==> src/rtl/icdfa_enumerator_assert.svh <==
// ---------------------------------------------------------------------------
// icdfa_enumerator_assert.svh
// Assertion macros for the enumerator block.
// ---------------------------------------------------------------------------
`ifndef ICDFA_ENUMERATOR_ASSERT_SVH
`define ICDFA_ENUMERATOR_ASSERT_SVH
`ifndef SYNTHESIS
`define ICDFA_ASSERT_SAME(lbl, ante, cons, msg) \
    lbl: assert property (@(posedge aclk) disable iff (!aresetn) (ante) |-> (cons)) \
        else $error(msg);
`define ICDFA_ASSERT_NEXT(lbl, ante, cons, msg) \
    lbl: assert property (@(posedge aclk) disable iff (!aresetn) (ante) |=> (cons)) \
        else $error(msg);
`else
`define ICDFA_ASSERT_SAME(lbl, ante, cons, msg)
`define ICDFA_ASSERT_NEXT(lbl, ante, cons, msg)
`endif
`endif

==> src/rtl/icdfa_pkg.sv <==
// ---------------------------------------------------------------------------
// icdfa_pkg
// Sizes, codes and control types shared by the enumerator modules.
// ---------------------------------------------------------------------------
package icdfa_pkg;
    localparam int MAX_STATES  = 8;
    localparam int MAX_SYMBOLS = 8;
    localparam int DEPTH       = MAX_STATES * MAX_SYMBOLS;
    localparam int AW          = $clog2(DEPTH);
    localparam int TW          = AW + 1;
    localparam int SW          = $clog2(MAX_STATES);
    localparam int NF          = MAX_STATES - 1;
    localparam int CW          = 4;
    localparam int IW          = 8;

    localparam logic [IW-1:0] REG_NUM_STATES  = IW'(0);
    localparam logic [IW-1:0] REG_NUM_SYMBOLS = IW'(1);

    typedef enum logic [3:0] {
        ST_INIT_LOAD,
        ST_INIT_SWEEP,
        ST_IDLE,
        ST_DECIDE,
        ST_LOAD_SWEEP,
        ST_ODO_RD,
        ST_ODO_WR,
        ST_FULL_RD,
        ST_FULL_CK,
        ST_OUT_RD,
        ST_OUT_LD,
        ST_OUT_WAIT
    } state_t;

    typedef struct packed {
        logic cfg_write;
        logic capture;
        logic load_flags;
        logic advance_flags;
        logic ptr_zero;
        logic ptr_top;
        logic ptr_inc;
        logic ptr_dec;
        logic sweep_wr;
        logic odo_wr;
        logic status_clr;
        logic full_set;
        logic full_chk;
        logic out_load;
        logic out_pop;
    } cmd_t;

    typedef struct packed {
        logic ptr_last;
        logic ptr_zero;
        logic restart;
        logic full_tab;
        logic final_tab;
        logic odo_stop;
        logic cfg_hit;
    } status_t;
endpackage

==> src/rtl/icdfa_enumerator.sv <==
// ---------------------------------------------------------------------------
// icdfa_enumerator
// Steps through initially connected DFA transition tables in canonical order
// and streams each table entry by entry.
// ---------------------------------------------------------------------------
// channel  dir  handshake              payload
// s_       in   s_valid / s_ready      s_restart
// m_       out  m_valid / m_ready      entry_index, target_state, full, final, last
// cfg_     in   cfg_valid / cfg_ready  cfg_index, cfg_data
//
// T = num_states * num_symbols. A decide state follows each accepted item.
// Restart, last-table wrap or flag move: a table load sweep over T entries,
// then each item passes read, load and wait states. Odometer advance: a read
// and a write step per slot visited by the carry, a fullness scan over T entries,
// then streaming. After reset and after each size write, a table load runs before
// items are accepted. One item is worked at a time; a stalled m_ready holds it.
`include "icdfa_enumerator_assert.svh"
module icdfa_enumerator (
    input  logic                          aclk,
    input  logic                          aresetn,
    input  logic                          s_valid,
    output logic                          s_ready,
    input  logic                          s_restart,
    output logic                          m_valid,
    input  logic                          m_ready,
    output logic [icdfa_pkg::AW-1:0]      m_entry_index,
    output logic [icdfa_pkg::SW-1:0]      m_target_state,
    output logic                          m_table_full,
    output logic                          m_table_final,
    output logic                          m_run_last,
    input  logic                          cfg_valid,
    output logic                          cfg_ready,
    input  logic [icdfa_pkg::IW-1:0]      cfg_index,
    input  logic [icdfa_pkg::CW-1:0]      cfg_data
);
    icdfa_pkg::cmd_t    cmd;
    icdfa_pkg::status_t sts;

    icdfa_ctrl u_ctrl (
        .aclk      (aclk),
        .aresetn   (aresetn),
        .s_valid   (s_valid),
        .cfg_valid (cfg_valid),
        .m_ready   (m_ready),
        .sts       (sts),
        .cmd       (cmd),
        .s_ready   (s_ready),
        .cfg_ready (cfg_ready)
    );

    icdfa_datapath u_dp (
        .aclk           (aclk),
        .aresetn        (aresetn),
        .cmd            (cmd),
        .sts            (sts),
        .cfg_index      (cfg_index),
        .cfg_data       (cfg_data),
        .s_restart      (s_restart),
        .m_valid        (m_valid),
        .m_entry_index  (m_entry_index),
        .m_target_state (m_target_state),
        .m_table_full   (m_table_full),
        .m_table_final  (m_table_final),
        .m_run_last     (m_run_last)
    );

    `ICDFA_ASSERT_SAME(a_no_accept_while_out, m_valid, !s_ready && !cfg_ready, "accept during stream")
    `ICDFA_ASSERT_SAME(a_one_channel, s_ready, !cfg_valid, "item and write taken together")
    `ICDFA_ASSERT_NEXT(a_run_continues, m_valid && m_ready && !m_run_last, !s_ready, "run cut short")
    `ICDFA_ASSERT_NEXT(a_run_ends, m_valid && m_ready && m_run_last, cfg_ready, "no idle after run")
endmodule

==> src/rtl/icdfa_ram.sv <==
// ---------------------------------------------------------------------------
// icdfa_ram
// Generic single-write, single-read RAM with registered read data.
// ---------------------------------------------------------------------------
module icdfa_ram #(
    parameter int WIDTH = 3,
    parameter int DEPTH = 64
) (
    input  logic                     aclk,
    input  logic                     we,
    input  logic [$clog2(DEPTH)-1:0] waddr,
    input  logic [WIDTH-1:0]         wdata,
    input  logic [$clog2(DEPTH)-1:0] raddr,
    output logic [WIDTH-1:0]         rdata
);
    logic [WIDTH-1:0] mem_reg [DEPTH];
    logic [WIDTH-1:0] rdata_reg;

    always_ff @(posedge aclk) begin
        if (we) begin
            mem_reg[waddr] <= wdata;
        end
        rdata_reg <= mem_reg[raddr];
    end

    assign rdata = rdata_reg;
endmodule

==> src/rtl/icdfa_ctrl.sv <==
// ---------------------------------------------------------------------------
// icdfa_ctrl
// Sequencer: load sweeps, odometer step, fullness scan and table streaming.
// ---------------------------------------------------------------------------
module icdfa_ctrl (
    input  logic              aclk,
    input  logic              aresetn,
    input  logic              s_valid,
    input  logic              cfg_valid,
    input  logic              m_ready,
    input  icdfa_pkg::status_t sts,
    output icdfa_pkg::cmd_t   cmd,
    output logic              s_ready,
    output logic              cfg_ready
);
    icdfa_pkg::state_t state_reg, state_next;

    always_ff @(posedge aclk) begin
        if (!aresetn) begin
            state_reg <= icdfa_pkg::ST_INIT_LOAD;
        end else begin
            state_reg <= state_next;
        end
    end

    always_comb begin
        state_next = state_reg;
        case (state_reg)
            icdfa_pkg::ST_INIT_LOAD:  state_next = icdfa_pkg::ST_INIT_SWEEP;
            icdfa_pkg::ST_INIT_SWEEP: begin
                if (sts.ptr_last) state_next = icdfa_pkg::ST_IDLE;
            end
            icdfa_pkg::ST_IDLE: begin
                if (cfg_valid) begin
                    if (sts.cfg_hit) state_next = icdfa_pkg::ST_INIT_LOAD;
                end else if (s_valid) begin
                    state_next = icdfa_pkg::ST_DECIDE;
                end
            end
            icdfa_pkg::ST_DECIDE: begin
                if (sts.restart || sts.final_tab || sts.full_tab) begin
                    state_next = icdfa_pkg::ST_LOAD_SWEEP;
                end else begin
                    state_next = icdfa_pkg::ST_ODO_RD;
                end
            end
            icdfa_pkg::ST_LOAD_SWEEP: begin
                if (sts.ptr_last) state_next = icdfa_pkg::ST_OUT_RD;
            end
            icdfa_pkg::ST_ODO_RD: state_next = icdfa_pkg::ST_ODO_WR;
            icdfa_pkg::ST_ODO_WR: begin
                if (sts.odo_stop || sts.ptr_zero) state_next = icdfa_pkg::ST_FULL_RD;
                else state_next = icdfa_pkg::ST_ODO_RD;
            end
            icdfa_pkg::ST_FULL_RD: state_next = icdfa_pkg::ST_FULL_CK;
            icdfa_pkg::ST_FULL_CK: begin
                if (sts.ptr_last) state_next = icdfa_pkg::ST_OUT_RD;
                else state_next = icdfa_pkg::ST_FULL_RD;
            end
            icdfa_pkg::ST_OUT_RD: state_next = icdfa_pkg::ST_OUT_LD;
            icdfa_pkg::ST_OUT_LD: state_next = icdfa_pkg::ST_OUT_WAIT;
            icdfa_pkg::ST_OUT_WAIT: begin
                if (m_ready) begin
                    if (sts.ptr_last) state_next = icdfa_pkg::ST_IDLE;
                    else state_next = icdfa_pkg::ST_OUT_RD;
                end
            end
            default: state_next = icdfa_pkg::ST_INIT_LOAD;
        endcase
    end

    always_comb begin
        cmd       = '0;
        s_ready   = 1'b0;
        cfg_ready = 1'b0;
        case (state_reg)
            icdfa_pkg::ST_INIT_LOAD: begin
                cmd.load_flags = 1'b1;
                cmd.ptr_zero   = 1'b1;
            end
            icdfa_pkg::ST_INIT_SWEEP, icdfa_pkg::ST_LOAD_SWEEP: begin
                cmd.sweep_wr   = 1'b1;
                cmd.status_clr = 1'b1;
                if (sts.ptr_last) cmd.ptr_zero = 1'b1;
                else cmd.ptr_inc = 1'b1;
            end
            icdfa_pkg::ST_IDLE: begin
                cfg_ready     = 1'b1;
                s_ready       = !cfg_valid;
                cmd.cfg_write = cfg_valid;
                cmd.capture   = !cfg_valid && s_valid;
            end
            icdfa_pkg::ST_DECIDE: begin
                if (sts.restart || sts.final_tab) begin
                    cmd.load_flags = 1'b1;
                    cmd.ptr_zero   = 1'b1;
                end else if (sts.full_tab) begin
                    cmd.advance_flags = 1'b1;
                    cmd.ptr_zero      = 1'b1;
                end else begin
                    cmd.ptr_top = 1'b1;
                end
            end
            icdfa_pkg::ST_ODO_WR: begin
                cmd.odo_wr = 1'b1;
                if (sts.odo_stop || sts.ptr_zero) begin
                    cmd.full_set = 1'b1;
                    cmd.ptr_zero = 1'b1;
                end else begin
                    cmd.ptr_dec = 1'b1;
                end
            end
            icdfa_pkg::ST_FULL_CK: begin
                cmd.full_chk = 1'b1;
                if (sts.ptr_last) cmd.ptr_zero = 1'b1;
                else cmd.ptr_inc = 1'b1;
            end
            icdfa_pkg::ST_OUT_LD: cmd.out_load = 1'b1;
            icdfa_pkg::ST_OUT_WAIT: begin
                if (m_ready) begin
                    cmd.out_pop = 1'b1;
                    if (!sts.ptr_last) cmd.ptr_inc = 1'b1;
                end
            end
            default: cmd = '0;
        endcase
    end
endmodule

==> src/rtl/icdfa_datapath.sv <==
// ---------------------------------------------------------------------------
// icdfa_datapath
// Size registers, flag positions, table RAM, scan pointer and result register.
// ---------------------------------------------------------------------------
module icdfa_datapath (
    input  logic                          aclk,
    input  logic                          aresetn,
    input  icdfa_pkg::cmd_t               cmd,
    output icdfa_pkg::status_t            sts,
    input  logic [icdfa_pkg::IW-1:0]      cfg_index,
    input  logic [icdfa_pkg::CW-1:0]      cfg_data,
    input  logic                          s_restart,
    output logic                          m_valid,
    output logic [icdfa_pkg::AW-1:0]      m_entry_index,
    output logic [icdfa_pkg::SW-1:0]      m_target_state,
    output logic                          m_table_full,
    output logic                          m_table_final,
    output logic                          m_run_last
);
    logic [icdfa_pkg::CW-1:0] num_states_reg, num_symbols_reg;
    logic [icdfa_pkg::AW-1:0] flag_reg [icdfa_pkg::NF];
    logic [icdfa_pkg::AW-1:0] flag_next [icdfa_pkg::NF];
    logic [icdfa_pkg::AW-1:0] ptr_reg, ptr_next;
    logic                     restart_reg;
    logic                     full_reg, full_next;
    logic                     m_valid_reg;
    logic [icdfa_pkg::AW-1:0] out_index_reg;
    logic [icdfa_pkg::SW-1:0] out_target_reg;
    logic                     out_full_reg, out_final_reg, out_last_reg;

    logic [icdfa_pkg::CW-1:0]   n_use, k_use, nf_use;
    logic [2*icdfa_pkg::CW-1:0] prod;
    logic [icdfa_pkg::AW-1:0]   last_idx;
    logic [icdfa_pkg::SW-1:0]   cnt, rdata, sweep_val, odo_val, wdata;
    logic                       hit, first_ok, free, we, carry;

    always_comb begin
        if (num_states_reg < icdfa_pkg::CW'(2)) begin
            n_use = icdfa_pkg::CW'(2);
        end else if (num_states_reg > icdfa_pkg::CW'(icdfa_pkg::MAX_STATES)) begin
            n_use = icdfa_pkg::CW'(icdfa_pkg::MAX_STATES);
        end else begin
            n_use = num_states_reg;
        end
        if (num_symbols_reg < icdfa_pkg::CW'(1)) begin
            k_use = icdfa_pkg::CW'(1);
        end else if (num_symbols_reg > icdfa_pkg::CW'(icdfa_pkg::MAX_SYMBOLS)) begin
            k_use = icdfa_pkg::CW'(icdfa_pkg::MAX_SYMBOLS);
        end else begin
            k_use = num_symbols_reg;
        end
    end

    assign nf_use   = n_use - icdfa_pkg::CW'(1);
    assign prod     = {{icdfa_pkg::CW{1'b0}}, n_use} * {{icdfa_pkg::CW{1'b0}}, k_use};
    assign last_idx = icdfa_pkg::AW'(prod - (2*icdfa_pkg::CW)'(1));

    always_comb begin
        cnt      = '0;
        hit      = 1'b0;
        first_ok = 1'b1;
        for (int i = 0; i < icdfa_pkg::NF; i++) begin
            if (icdfa_pkg::CW'(i) < nf_use) begin
                if (flag_reg[i] < ptr_reg) cnt = cnt + icdfa_pkg::SW'(1);
                if (flag_reg[i] == ptr_reg) hit = 1'b1;
                if (flag_reg[i] != icdfa_pkg::AW'(i)) first_ok = 1'b0;
            end
        end
    end

    assign free      = !hit;
    assign sweep_val = hit ? cnt + icdfa_pkg::SW'(1) : '0;
    assign odo_val   = (rdata >= cnt) ? '0 : rdata + icdfa_pkg::SW'(1);
    assign we        = cmd.sweep_wr || (cmd.odo_wr && free);
    assign wdata     = cmd.sweep_wr ? sweep_val : odo_val;

    icdfa_ram #(.WIDTH(icdfa_pkg::SW), .DEPTH(icdfa_pkg::DEPTH)) u_table (
        .aclk  (aclk),
        .we    (we),
        .waddr (ptr_reg),
        .wdata (wdata),
        .raddr (ptr_reg),
        .rdata (rdata)
    );

    always_comb begin
        carry = 1'b1;
        for (int i = 0; i < icdfa_pkg::NF; i++) begin
            flag_next[i] = flag_reg[i];
        end
        if (cmd.load_flags) begin
            for (int i = 0; i < icdfa_pkg::NF; i++) begin
                flag_next[i] = icdfa_pkg::AW'(int'(k_use) * (i + 1) - 1);
            end
        end else if (cmd.advance_flags) begin
            for (int i = icdfa_pkg::NF - 1; i > 0; i--) begin
                if (icdfa_pkg::CW'(i) < nf_use && carry) begin
                    if (flag_reg[i] - icdfa_pkg::AW'(1) == flag_reg[i-1]) begin
                        flag_next[i] = icdfa_pkg::AW'(int'(k_use) * (i + 1) - 1);
                    end else begin
                        flag_next[i] = flag_reg[i] - icdfa_pkg::AW'(1);
                        carry        = 1'b0;
                    end
                end
            end
            if (carry && flag_reg[0] != '0) flag_next[0] = flag_reg[0] - icdfa_pkg::AW'(1);
        end
    end

    always_comb begin
        ptr_next = ptr_reg;
        if (cmd.ptr_zero) ptr_next = '0;
        else if (cmd.ptr_top) ptr_next = last_idx;
        else if (cmd.ptr_inc) ptr_next = ptr_reg + icdfa_pkg::AW'(1);
        else if (cmd.ptr_dec) ptr_next = ptr_reg - icdfa_pkg::AW'(1);
    end

    always_comb begin
        full_next = full_reg;
        if (cmd.status_clr) full_next = 1'b0;
        else if (cmd.full_set) full_next = 1'b1;
        else if (cmd.full_chk && free && rdata != cnt) full_next = 1'b0;
    end

    always_ff @(posedge aclk) begin
        if (!aresetn) begin
            num_states_reg  <= icdfa_pkg::CW'(2);
            num_symbols_reg <= icdfa_pkg::CW'(2);
            full_reg        <= 1'b0;
            m_valid_reg     <= 1'b0;
            ptr_reg         <= '0;
        end else begin
            if (cmd.cfg_write) begin
                case (cfg_index)
                    icdfa_pkg::REG_NUM_STATES:  num_states_reg  <= cfg_data;
                    icdfa_pkg::REG_NUM_SYMBOLS: num_symbols_reg <= cfg_data;
                    default: ;
                endcase
            end
            full_reg <= full_next;
            ptr_reg  <= ptr_next;
            if (cmd.out_load) m_valid_reg <= 1'b1;
            else if (cmd.out_pop) m_valid_reg <= 1'b0;
        end
    end

    always_ff @(posedge aclk) begin
        for (int i = 0; i < icdfa_pkg::NF; i++) begin
            flag_reg[i] <= flag_next[i];
        end
        if (cmd.capture) restart_reg <= s_restart;
        if (cmd.out_load) begin
            out_index_reg  <= ptr_reg;
            out_target_reg <= rdata;
            out_full_reg   <= full_reg;
            out_final_reg  <= first_ok && full_reg;
            out_last_reg   <= (ptr_reg == last_idx);
        end
    end

    assign sts.ptr_last  = (ptr_reg == last_idx);
    assign sts.ptr_zero  = (ptr_reg == '0);
    assign sts.restart   = restart_reg;
    assign sts.full_tab  = full_reg;
    assign sts.final_tab = first_ok && full_reg;
    assign sts.odo_stop  = free && (rdata < cnt);
    assign sts.cfg_hit   = (cfg_index == icdfa_pkg::REG_NUM_STATES)
                        || (cfg_index == icdfa_pkg::REG_NUM_SYMBOLS);

    assign m_valid        = m_valid_reg;
    assign m_entry_index  = out_index_reg;
    assign m_target_state = out_target_reg;
    assign m_table_full   = out_full_reg;
    assign m_table_final  = out_final_reg;
    assign m_run_last     = out_last_reg;
endmodule

==> config.mk <==
export PLATFORM = sky130hd
export DESIGN_NAME = icdfa_enumerator
export DESIGN_NICKNAME = d
export VERILOG_FILES = /design/src/rtl/icdfa_pkg.sv /design/src/rtl/icdfa_enumerator.sv /design/src/rtl/icdfa_ram.sv /design/src/rtl/icdfa_ctrl.sv /design/src/rtl/icdfa_datapath.sv
export VERILOG_INCLUDE_DIRS = /design/src /design/src/rtl
export SDC_FILE = /design/constraint.sdc
export NUM_CORES = 1
export LEC_CHECK = 0
export BUFFER_PORTS_ARGS = -buffer_cell sky130_fd_sc_hd__buf_2
export CAP_MARGIN = 5
export CORE_MARGIN = 2
export CORE_UTILIZATION = 52
export CTS_BUF_LIST = sky130_fd_sc_hd__clkbuf_2
export DETAILED_ROUTE_END_ITERATION = 6
export GPL_TIMING_DRIVEN = 0
export PLACE_DENSITY = 0.73
export SLEW_MARGIN = 20
export SYNTH_ARGS = -nofsm -noshare
export SYNTH_HDL_FRONTEND = slang
export SYNTH_SLANG_ARGS = --single-unit
==> constraint.sdc <==
create_clock -name aclk -period 7.6 [get_ports aclk]
set_input_delay 0.38 -clock aclk [delete_from_list [all_inputs] [get_ports aclk]]
set_output_delay 0.38 -clock aclk [all_outputs]
set_load 0.02 [all_outputs]
=== After elaboration in Yosys (flattened, before gate mapping) ===
Memories as Yosys holds them, arrays and structs flattened. A register that Yosys moved wholly into a read port is not among the register bits.
Index checks and enable logic that the tools add are counted.

* Flip-flop bits (word level): 33
* RAM bits: 234
* Input port bits: 18
* Output and inout bits: 15
* Memories kept: 2

* $add $sub $neg: 26
* Multiply operators: 5
* $lt $le $gt $ge: 20
* Equality and inequality tests: 38
* Muxes and demuxes: 135
* Bitwise operators: 1
* Reductions and logical operators: 33

{| class="wikitable"
|+ Memory list
! name !! words !! width !! rd ports !! clocked after memory_dff !! write ports !! RTL line !! source
|-
| u_dp.u_table.mem_reg || 64 || 3 || 1 || 1 || 1 || icdfa_ram.sv:16 || <nowiki>logic [WIDTH-1:0] mem_reg [DEPTH];</nowiki>
|-
| u_dp.flag_reg || 7 || 6 || 7 || 0 || 7 || icdfa_datapath.sv:21 || <nowiki>logic [icdfa_pkg::AW-1:0] flag_reg [icdfa_pkg::NF];</nowiki>
|}

{| class="wikitable"
|+ Operators with widths
! operator !! count
|-
| 2-to-1 mux 6 bit || 16
|-
| == test 6 bit || 14
|-
| 2-to-1 mux 42 bit || 2
|-
| 2-to-1 mux 1 bit || 83
|-
| subtractor 6 x 1 -> 6 bit (second input constant) || 10
|-
| 2-to-1 mux 4 bit || 12
|-
| case mux 4 bit (12 select lines) || 1
|-
| 2-to-1 mux 3 bit || 15
|-
| less-than comparator 6 bit || 7
|-
| subtractor 6 x 2 -> 6 bit (second input constant) || 4
|-
| adder 3 x 1 -> 3 bit (second input constant) || 7
|-
| inequality test 6 x 3 -> 1 bit (second input constant) || 3
|-
| == test 4 x 3 -> 1 bit (second input constant) || 4
|-
| == test 4 bit (second input constant) || 4
|-
| logical AND 1 bit || 12
|-
| less-than comparator 3 x 4 -> 1 bit (first input constant) || 3
|-
| multiplier 4 x 3 -> 6 bit (second input constant) || 2
|-
| inequality test 6 x 2 -> 1 bit (second input constant) || 2
|-
| == test 4 x 2 -> 1 bit (second input constant) || 2
|-
| == test 8 x 1 -> 1 bit (second input constant) || 1
|-
| greater-than comparator 4 bit (second input constant) || 2
|-
| logical NOT 8 bit || 1
|-
| less-than comparator 1 x 4 -> 1 bit (first input constant) || 2
|-
| less-than comparator 2 x 4 -> 1 bit (first input constant) || 2
|-
| 33 further kinds || 47
|}

=== Depth between registers and ports, before layout ===
* Depth in word-level cells: 48
* Mapped depth: 29
* Gate-level depth less buffers: 28

=== Hierarchy ===
From an unflattened synthesis, not the netlist that was laid out.

* Cells, all modules: 1296
* Area, all modules: 15620.0 um^2

{| class="wikitable"
|+ Modules (own cells, without submodules)
! module !! instances !! cells an instance !! area each (um^2) !! sequential area each (um^2)
|-
| icdfa_ram || 1 || 432 || 7915.1 || 5825.6
|-
| icdfa_datapath || 1 || 787 || 7126.8 || 1961.9
|-
| icdfa_ctrl || 1 || 77 || 578.1 || 80.1
|}

=== Worst setup path before layout ===
OpenSTA, ideal clock, no wires.

* Path kind: reg2reg
* From: reg u_dp.ptr_reg[1] in the netlist's numbering
* To: mem u_dp.u_table.mem_reg[0][2], data pin
* Library setup time: 0.518 ns
* Data arrival time: 7.152 ns
* Required time: 7.082 ns
* Path slack: -0.070 ns
* Stages on the path, launching flop included: 26
* Buffers on the path: 1
* Period minus slack after synthesis: 7.670 ns
* Path through: dfxtp_1 > clkbuf_1 > inv_1 > ha_1 > nor2b_1 > o21a_1 > o21a_1 > o21ai_0 > nand2b_1 > a21oi_1 > ha_1 > mux2i_1 > inv_1 > ha_1 > mux2_2 > ha_1 > mux2_4 > ha_1 > mux2_4 > ha_1 > mux2_2 > ha_1 > mux2_2 > ha_1 > xor2_1 > o21ai_1

* Word-level cells in the longest chain between the ends: 24
* Elaborated cells on any way between the ends: 53

{| class="wikitable"
|+ RTL lines
! what !! RTL line !! source
|-
| start, declared || icdfa_datapath.sv:23 || <nowiki>logic [icdfa_pkg::AW-1:0] ptr_reg, ptr_next;</nowiki>
|-
| start signal, assigned || icdfa_datapath.sv:141 || <nowiki>ptr_reg <= ptr_next;</nowiki>
|-
| less-than comparator 6 bit || icdfa_datapath.sv:64 || <nowiki>if (flag_reg[i] < ptr_reg) cnt = cnt + icdfa_pkg::SW'(1);</nowiki>
|-
| 2-to-1 mux 1 bit || icdfa_datapath.sv:64 ||
|-
| 2-to-1 mux 1 bit || icdfa_datapath.sv:63 || <nowiki>if (icdfa_pkg::CW'(i) < nf_use) begin</nowiki>
|-
| adder 1 x 1 -> 2 bit || icdfa_datapath.sv:64 ||
|-
| 2-to-1 mux 3 bit || icdfa_datapath.sv:64 ||
|-
| 2-to-1 mux 3 bit || icdfa_datapath.sv:63 ||
|-
| adder 3 x 1 -> 3 bit || icdfa_datapath.sv:64 ||
|-
| 2-to-1 mux 3 bit || icdfa_datapath.sv:64 ||
|-
| [... 9 more ...] || -- ||
|-
| 2-to-1 mux 3 bit || icdfa_datapath.sv:63 ||
|-
| adder 3 x 1 -> 3 bit || icdfa_datapath.sv:64 ||
|-
| 2-to-1 mux 3 bit || icdfa_datapath.sv:64 ||
|-
| 2-to-1 mux 3 bit || icdfa_datapath.sv:63 ||
|-
| adder 3 x 1 -> 3 bit or >= comparator 3 bit (tied branches) || icdfa_datapath.sv:72, icdfa_datapath.sv:73 ||
|-
| 2-to-1 mux 3 bit (on tied branches) || icdfa_datapath.sv:72, icdfa_datapath.sv:73 ||
|-
| 2-to-1 mux 3 bit (*) || icdfa_datapath.sv:75 || <nowiki>assign wdata = cmd.sweep_wr ? sweep_val : odo_val;</nowiki>
|-
| net u_dp.u_table.wdata[2] || icdfa_ram.sv:12 || <nowiki>input logic [WIDTH-1:0] wdata,</nowiki>
|-
| end, declared || icdfa_ram.sv:16 ||
|}

The timed path passes the listed nets; every way through them passes the cells marked *.

=== Final worst setup path ===
* From: reg u_dp.ptr_reg[1] in the netlist's numbering
* To: reg u_dp.ptr_reg[2] in the netlist's numbering

* Word-level cells in the longest chain between the ends: 27
* Elaborated cells on any way between the ends: 69

{| class="wikitable"
|+ RTL lines
! what !! RTL line !! source
|-
| less-than comparator 6 bit || icdfa_datapath.sv:64 ||
|-
| 2-to-1 mux 1 bit || icdfa_datapath.sv:64 ||
|-
| 2-to-1 mux 1 bit || icdfa_datapath.sv:63 ||
|-
| adder 1 x 1 -> 2 bit || icdfa_datapath.sv:64 ||
|-
| 2-to-1 mux 3 bit || icdfa_datapath.sv:64 ||
|-
| 2-to-1 mux 3 bit || icdfa_datapath.sv:63 ||
|-
| adder 3 x 1 -> 3 bit || icdfa_datapath.sv:64 ||
|-
| 2-to-1 mux 3 bit || icdfa_datapath.sv:64 ||
|-
| [... 11 more ...] || -- ||
|-
| 2-to-1 mux 3 bit || icdfa_datapath.sv:64 ||
|-
| 2-to-1 mux 3 bit || icdfa_datapath.sv:63 ||
|-
| less-than comparator 3 bit || icdfa_datapath.sv:166 || <nowiki>assign sts.odo_stop = free && (rdata < cnt);</nowiki>
|-
| logical AND 1 bit || icdfa_datapath.sv:166 ||
|-
| logical OR 1 bit || icdfa_ctrl.sv:106 || <nowiki>if (sts.odo_stop || sts.ptr_zero) begin</nowiki>
|-
| 2-to-1 mux 1 bit || icdfa_ctrl.sv:106 ||
|-
| case mux 1 bit (4 select lines) or 2-to-1 mux 1 bit (tied branches) || icdfa_ctrl.sv:76 || <nowiki>case (state_reg)</nowiki>
|-
| OR reduction 2 bit (no source line) or nonzero test 3 bit (tied branches) || -- ||
|}

Parallel ways exist; a longest one is shown, timed or not. The select of a mux whose other input is x is not followed.
A chain may end at the register's enable or synchronous reset.

==> impl_metrics.py <==
metrics = {
    "setup_path": {
        "crit_arrival_ns": 8.14,
        "critPathSlowestCell": "sky130_fd_sc_hd__a2111oi_2",
        "cp_slowest_stage_delay_ns": 0.41,
        "cp-start-kind": "flop",
        "timing.critical_path.mode_cell": "sky130_fd_sc_hd__ha_1",
        "cp_top_family": "adder cells",
        "worstSetupPathType": "flop to flop",
        "worstPathMaxFanout": 8,
        "critical_path_buf_inv_count": 4,
        "cp-end-kind": "flop",
        "cp_data_required_time_ns": 8.42,
    },
    "clock_tree": {
        "clock_sinks": 270,
        "clock_latency_on_the_worst_skew_pair_ns": 0.94,
        "cts_tree": "built",
        "cts_htree_levels": 3,
        "cts-buffers-inserted": 71,
        "cts_max_path_buffers": 3,
        "root_buffer": "sky130_fd_sc_hd__clkbuf_2",
        "clkTransAtPathRegs_ns": 0.11,
    },
    "power": {
        "power.density_cell_area_mw_per_mm2": 404,
        "power.static_leakage_nw": 6.17,
        "power.total_w": 0.00683,
        "worst_ir_drop_vdd_mv": 0.271,
    },
    "synthesis": {
        "syn_inst": 1306,
        "yosys_warnings": 0,
        "synth_sequential_area_ratio_pct": 52.0,
        "synthArstFlopShare_pct": 0,
        "top_flip_flop_cell_by_instance_count_after_synthesis": "sky130_fd_sc_hd__edfxtp_1",
        "synth_nets": 1434,
        "post_synth.cell_area_avg_um2": 11.6,
        "synthDistinctLibCells": 87,
        "synth_edf_count": 246,
        "syn-cell-area_mm2": 0.0151,
        "ys_ff_latch": 270,
    },
    "timing": {
        "achievable-frequency_ghz": 0.137,
        "timing.final.hold_violations": 0,
        "final.min_clock_period_ns": 7.32,
        "period_share_pct": 96.3,
        "slew-limit-headroom_pct": 25.5,
        "finalSetupViolations": 0,
        "timing_max_transition_violations_final": 0,
        "tightestPinTransition_ns": 1.10,
        "clock-skew-final_ns": 0.107,
    },
    "floorplanning": {
        "floorplan.die.width_um": 175,
        "rows": 62,
        "dieArea_mm2": 0.0305,
        "coreArea_mm2": 0.0287,
        "start_util_pct": 52.7,
        "die_h_um": 175,
        "ios": 33,
    },
    "drt": {
        "postRouteAntennaNets": 0,
        "finalWirelength_um": 42200,
        "dr.first_iter.drc_count": 1270,
        "via_per_inst": 6.18,
        "number_of_detailed_route_iterations_in_the_first_pass": 6,
        "drc": 0,
        "vias": 11663,
        "drt-wirelength-per-cell_um": 22.4,
    },
    "grt": {
        "grt_first_pass_wirelength_um": 64300,
        "antenna_violations_before_repair": 2,
        "via_count_of_the_first_global_routing_pass": 11327,
        "grtUsageTotal_pct": 27.6,
        "grt.overflow.total": 0,
        "grt_max_degree": 65,
    },
    "layout": {
        "fin_nets": 1575,
        "max_ffs_per_register": 192,
        "drive_above_1_share_pct": 14.9,
        "area_delta_synth_final_pct": 11.8,
        "most_frequent_cells_in_the_layout": "246 x sky130_fd_sc_hd__edfxtp_1, 139 x sky130_fd_sc_hd__nor2_1, 99 x sky130_fd_sc_hd__ha_1",
        "layout_commonest_cell": "sky130_fd_sc_hd__edfxtp_1",
        "final-instance-count-excl-fill": 1887,
    },
    "flow_run": {
        "cap_violations": 0,
    },
    "placement": {
        "dp.cells": 1730,
        "place.detailed.hpwl_um": 28800,
        "place.port_buffers": 32,
        "gp_congestion": 0.929,
    },
    "hold_path": {
        "timing.hold.worst.class": "input port to flop",
    },
    "run_status": {
        "status": "finished, final reports clean",
    },
}
-- area by class of cell --
cell class	instances	area [µm²]
Buffer	50	211
Timing Repair Buffer	68	512
Sequential cell	270	7870
Inverter	74	299
Clock inverter	31	175
Multi-Input combinational cell	912	6890
Tap cell	384	480
Antenna cell	2	5.00
Fill cell	2337	11800
Clock buffer	96	480
-- worst min-delay path, delay by kind of cell --
| family | cells | cell delay, ns |
|---|---|---|
| multiplexers | 1 | 0.15 |
| buffers and inverters | 1 | 0.08 |
| AND/OR/NAND/NOR | 4 | 0.34 |
-- kinds of logic (layout without fill, tap and decap cells) --
kind of cell	Yosys count	count (layout)	synth area share (%)
AO/OA/AOI/OAI	306	306	14.8
XOR/XNOR	109	109	7.10
adder cells (fa/ha/maj)	111	111	9.71
buffers and inverters	124	319	3.17
flip-flops	270	270	52.0
multiplexers	29	29	2.01
other	0	2	0
AND/OR/NAND/NOR	357	357	11.3
-- power by group --
part           internal (W)  total, W  switching (W)
clock network      0.000389   0.00103       0.000645
registers           0.00211   0.00239       0.000276
logic               0.00129   0.00341        0.00212
-- path summary, 6_finish.rpt --
kind                                          to  slack, ns  cells after the start                           from
max                 u_dp.ptr_reg[2]$_SDFFE_PP0P_       0.28                     30   u_dp.ptr_reg[1]$_SDFFE_PP0P_
max reg2reg         u_dp.ptr_reg[2]$_SDFFE_PP0P_       0.28                     30   u_dp.ptr_reg[1]$_SDFFE_PP0P_
min          u_dp.num_states_reg[3]$_SDFFE_PN0P_       0.10                      6                   cfg_index[3]
min reg2reg     u_dp.m_target_state[2]$_DFFE_PP_       0.51                      0  u_dp.u_table.rdata[2]$_DFF_P_
-- synthesized netlist by cell type, drive strengths merged, types with 25 or more instances --
| cell | n | area (µm²) |
|---|---|---|
| o22ai | 25 | 156 |
| xnor2 | 66 | 612 |
| xor2 | 37 | 324 |
| a31oi | 27 | 169 |
| nand2 | 64 | 240 |
| o21ai | 33 | 176 |
| a22oi | 51 | 388 |
| ha | 99 | 1240 |
| nor3 | 31 | 155 |
| inv | 74 | 280 |
| edfxtp | 246 | 7390 |
| nand3 | 32 | 160 |
| a221oi | 25 | 219 |
| nor2 | 142 | 536 |
| a21oi | 47 | 239 |
| clkbuf | 46 | 173 |
-- repair_timing --
| item | CTS | global route |
|---|---|---|
| hold buffers | 15 | 0 |
| endpoints found under the hold margin | 19 | 0 |
| pin swaps | 1 | 0 |
| gates cloned | 0 | 0 |
| gates resized for setup | 12 | 13 |
| endpoints found under the setup margin | 163 | 148 |
| buffers inserted | 12 | 2 |
-- stage by stage --
stage / utilization (%) / area [µm²] / setup TNS [ns] / hold WS [ns] / setup slack [ns]
CTS: 58.8 / 16900 / 0 / 0.0512 / 0.0247
global route: 59.0 / 16900 / -0.00613 / 0.128 / -0.00466
detailed placement: 55.5 / 15900 / -27.57 / 0.493 / -0.628
global placement: 55.0 / 15800 / -253.80 / 0.486 / -1.71
finish: 59.0 / 16900 / 0 / 0.103 / 0.280
floorplan: - / 15100 / 0 / 0.435 / 0.199
-- routing by layer --
metal / GRT usage (%) / vias up / wire length, µm
li1: - / 5272 / -
met1: 37.3 / 5590 / 17000
met2: 43.3 / 665 / 19300
met3: 5.42 / 134 / 4150
met4: 12.7 / 2 / 1770
met5: 0 / - / 9
(Power assumes the default switching activity.)
